**src/design/phist_pkg.sv**
```systemverilog
// Package of the interarrival histogram: widths, defaults and shared types.
`default_nettype none

package phist_pkg;

    // Field widths.
    localparam int TS_W    = 32;
    localparam int TIME_W  = 64;
    localparam int CNT_W   = 64;
    localparam int SHIFT_W = 6;
    localparam int IDX_W   = 6;

    // Defaults of the top-level parameters.
    localparam int NUM_BUCKETS_DEF     = 64;
    localparam int REPORT_INTERVAL_DEF = 64;

    // A report never carries more beats than this.
    localparam int MAX_REPORT = 64;

    // Bin shift after reset, buckets of roughly 16 ms.
    localparam logic [SHIFT_W-1:0] BIN_SHIFT_RESET = 6'd24;

    typedef logic [TS_W-1:0]    ts_word_t;
    typedef logic [TIME_W-1:0]  stamp_t;
    typedef logic [CNT_W-1:0]   count_t;
    typedef logic [SHIFT_W-1:0] shift_t;
    typedef logic [IDX_W-1:0]   bucket_idx_t;

endpackage

`default_nettype wire

```
**src/design/phist_bin.sv**
```systemverilog
// Bucket selection: shifts the time delta and checks it against the bucket count.
`default_nettype none

module phist_bin #(
    parameter int NUM_BUCKETS = phist_pkg::NUM_BUCKETS_DEF,
    parameter int AW          = $clog2(NUM_BUCKETS)
) (
    input  wire phist_pkg::stamp_t delta,
    input  wire phist_pkg::shift_t shift,
    output logic                   hit,
    output logic [AW-1:0]          slot
);

    phist_pkg::stamp_t shifted;

    // The whole shifted word takes part in the compare, so large deltas overflow.
    always_comb
    begin
        shifted = delta >> shift;
        hit     = shifted < phist_pkg::TIME_W'(NUM_BUCKETS);
        slot    = shifted[AW-1:0];
    end

endmodule

`default_nettype wire

```
**config.mk**
```make
export PLATFORM = sky130hd
export DESIGN_NAME = phist_bin
export DESIGN_NICKNAME = d
export VERILOG_FILES = /design/src/design/phist_pkg.sv /design/src/design/phist_bin.sv
export SDC_FILE = /design/constraint.sdc
export NUM_CORES = 1
export LEC_CHECK = 0
export BUFFER_PORTS_ARGS = -buffer_cell sky130_fd_sc_hd__buf_4
export CAP_MARGIN = 30
export CORE_UTILIZATION = 55
export DETAILED_ROUTE_END_ITERATION = 12
export PLACE_DENSITY = 0.8
export SLEW_MARGIN = 10
export SYNTH_ARGS = -nofsm -noshare
export SYNTH_HDL_FRONTEND = slang
export SYNTH_SLANG_ARGS = --single-unit
```
**constraint.sdc**
```tcl
create_clock -name vclk -period 13.8
set_input_delay 3.45 -clock vclk [all_inputs]
set_output_delay 3.45 -clock vclk [all_outputs]
set_load 0.02 [all_outputs]
```
Yosys cells after proc, flatten, opt, wreduce, memory -nomap -nowiden

Cells that the tools add are included.

Register bits after elaboration: 0
Output and inout bits: 7

Order comparisons: 1
Shifts and indexed selects: 1

Operator list:

| operator                                                                       | count |
|---|---|
| 64-bit by 7-bit less-than comparator with 1-bit output (second input constant) | 1 |
| 64-bit by 6-bit >> shifter with 64-bit output                                  | 1 |

Logic depth before layout (Yosys ltp)

Depth after elaboration: 2
Depth in mapped cells: 13

Worst setup path before layout

No wires, ideal clock.

Kind: input port to output port
Start: in shift[2]
End: out hit
Data arrival time: 6.182 ns
Path slack: 4.168 ns
Stages on the path: 10
Path buffers: 3
Path through: buf_2 > buf_2 > buf_1 > mux4_2 > mux2i_1 > nand4_1 > or3b_1 > a2111oi_1 > a21oi_1 > a2111oi_2

Word-level cells in the longest chain between the ends: 2

RTL lines:

| element                                                | RTL line        | RTL |
|---|---|---|
| start, declared                                        | phist_bin.sv:9  | `input wire phist_pkg::shift_t shift,` |
| 64-bit by 6-bit >> shifter with 64-bit output          | phist_bin.sv:19 | `shifted = delta >> shift;` |
| 64-bit by 7-bit less-than comparator with 1-bit output | phist_bin.sv:20 | `hit = shifted < phist_pkg::TIME_W'(NUM_BUCKETS);` |
| end, declared                                          | phist_bin.sv:10 | `output logic hit,` |

Every way passes these cells.

Final worst setup path

Start: in shift[0]
End: out hit

The elaborated chain is that of the path after synthesis.

==> impl_metrics.tcl <==
set metrics [dict create \
    status "finished clean" \
    ys_types 62 \
    fmax_mhz 93.1 \
    synth_area_leaders "mux4_2, mux2i_1, mux2_2" \
    syn_to_final_growth_pct 12.8 \
    ctsHoldBuffers 0 \
    period_share_pct 77.8 \
    grt_usage_pct 31.6 \
    path_class "in2out" \
    yosys.area.top_type_share_pct 34.3 \
    grt_first_pass_wirelength_um 18100 \
    initial_core_util_pct 56.8 \
    regArea_um2 0 \
    diodes 0 \
    port_buffers 77 \
    layout-drive-gt1-share_pct 33.7 \
    first_iter_violations 671 \
    grt_remaining_overflow 0 \
    worst_pin_slew_ps 935 \
    rows 29 \
    yosys.area.top_type "mux4_2" \
    dieArea_um2 6890 \
    hold_class "in2out" \
    worstPathRequired_ps 10350 \
    slew_headroom_pct 37.6 \
    route.detailed.drc 0 \
    netlist_area_um2 3610 \
    place_ws_ps 3070 \
    grt_max_degree 81 \
    finalSetupTns_ps 0 \
    antenna_found_initial 0 \
    core_um2 6350 \
    ir_worst_vdd_uv 41.3 \
    grt_pass1_vias 3529 \
    avgSynthCellArea_um2 8.82 \
    ys_warn_count 0 \
    ant_nets 0 \
    crit_chain "buf_4 -> buf_4 -> mux4_1 -> mux2i_1 -> nor3_1 -> or3_1 -> nor4_1 -> and4_1 -> a32oi_1 -> a2111oi_2 -> buf_4" \
    nNetsFinal 517 \
    fin_area_um2 4070 \
    min_period_ps 10740 \
    gp_congestion 0.938 \
    nClkBuffers 0 \
    dr.pass1.iters 6 \
    cp_max_fo 55 \
    max_cap_violations 0 \
    num_io_pins 77 \
    cpMostUsedCell "buf_4" \
    dieHeight_um 83.0 \
    cp-end-kind "primary output" \
    power_density_nw_per_um2 39.7 \
    start_kind "input port" \
    syn_nets 479 \
    cp.arrival_ps 7290 \
    seq_cell_count 0 \
    dp_hpwl_um 8560 \
    vias 4041 \
    setup-violations-final 0 \
    holdPathStages 3 \
    timing.final.hold_violations 0 \
    ctsResizeCount 0 \
    totalWireLength_um 11400 \
    hold_end "slot[1]" \
    slowest_stage "buf_4" \
    synthCells 409 \
    slowest_delay_ps 720 \
    wl_per_cell_um 21.9 \
    fillCellCount 535 \
    min_from "shift[5]" \
    cts_setup_buffers 0 \
    rsz0062_at_grt "false" \
    cp.buffers_inverters 3 \
    p_leak_nw 1.55 \
    die_w_um 83.0 \
    fin_ws_ps 3060 \
    multi_input_area_um2 3350 \
    slew_violations 0 \
    ys_seq_area_share_pct 0 \
    crit_family "buffers and inverters" \
    viasPerCell 7.74 \
    place_area_um2 4070 \
]
==> report_power, final <==
part	internal [mW]	switching [mW]	total, mW
Combinational	0.0743	0.0874	0.162
Clock	0	0	0
Sequential	0	0	0
==> tightest hold or removal path, delay by kind of cell <==
kind | cells | cell delay (ps)
AO/OA/AOI/OAI | 1 | 80
buffers and inverters | 2 | 310
==> metrics by stage <==
step / utilization [%] / total power, mW / std cells / hold WS [ps]
after detailed placement: 64.1 / 0.157 / 522 / 7290
after global placement: 64.1 / 0.154 / 522 / 7280
after CTS: 64.1 / 0.157 / 522 / 7290
final: 64.1 / 0.162 / 522 / 7290
after floorplan: - / 0.108 / 409 / 7100
after global routing: 64.1 / 0.171 / 522 / 7310
==> per-layer routing <==
metal / vias to the layer above / GRT usage (%) / share of wire (%)
met3: 40 / 3.08 / 11
met5: - / 0 / 0
met4: 0 / 3.13 / 1.7
met2: 311 / 49.6 / 45
li1: 1762 / - / -
met1: 1928 / 49.0 / 42
==> layout by cell type (no fill, tap or decap), types with 3 or more instances in the layout <==
cell type / netlist / final
nand2_1: 31 / 31
a21oi_1: 26 / 26
a31oi_1: 8 / 8
mux4_2: 55 / 55
a211o_1: 4 / 4
or4_1: 3 / 3
a22oi_1: 3 / 3
mux2_2: 13 / 13
nor2b_1: 6 / 6
nor3_1: 10 / 10
or3_1: 4 / 4
nand4_1: 5 / 5
mux4_1: 3 / 3
nor2_1: 34 / 34
a2111oi_0: 6 / 6
a211oi_1: 12 / 12
inv_1: 8 / 8
o22ai_1: 3 / 3
and2_1: 4 / 4
nand3_1: 14 / 14
buf_4: 3 / 79
nand3b_1: 4 / 4
mux2i_1: 46 / 46
nand2b_1: 4 / 4
o21ai_0: 16 / 16
o211ai_1: 6 / 6
==> cell type report <==
class / instances / area share, %
Inverter: 8 / 0.738
Tap cell: 77 / 2.37
Timing Repair Buffer: 79 / 14.6
Multi-Input combinational cell: 358 / 82.3
==> worst max path at each step <==
stage             start  endpoint  depth (start not counted)
2_1_floorplan  shift[2]       hit                         10
3_3_place_gp   shift[0]       hit                         11
3_5_place_dp   shift[0]       hit                         11
4_1_cts        shift[0]       hit                         11
5_1_grt        shift[0]       hit                         11
6_report       shift[0]       hit                         11
==> Yosys cell counts (all sizes together) (3+ instances only) <==
master and instances:
mux4 58, mux2i 46, nor2 34, buf 31, nand2 31, a21oi 26
o21ai 18, mux2 15, nand3 14, a211oi 12, clkbuf 12, nor3 10
a2111oi 8, a31oi 8, inv 8, nor2b 6, o211ai 6, nand4 5
a211o 4, and2 4, nand2b 4, nand3b 4, or3 4, a22oi 3
o22ai 3, or4 3
==> cell families (layout without fill, tap and decap cells) <==
group,Yosys count,count (layout),share of synthesized area (%)
AND/OR/NAND/NOR,128,128,17.6
buffers and inverters,51,87,7.11
multiplexers,119,119,54.0
AO/OA/AOI/OAI,111,111,21.3
Power figures use the tool's default switching activity.
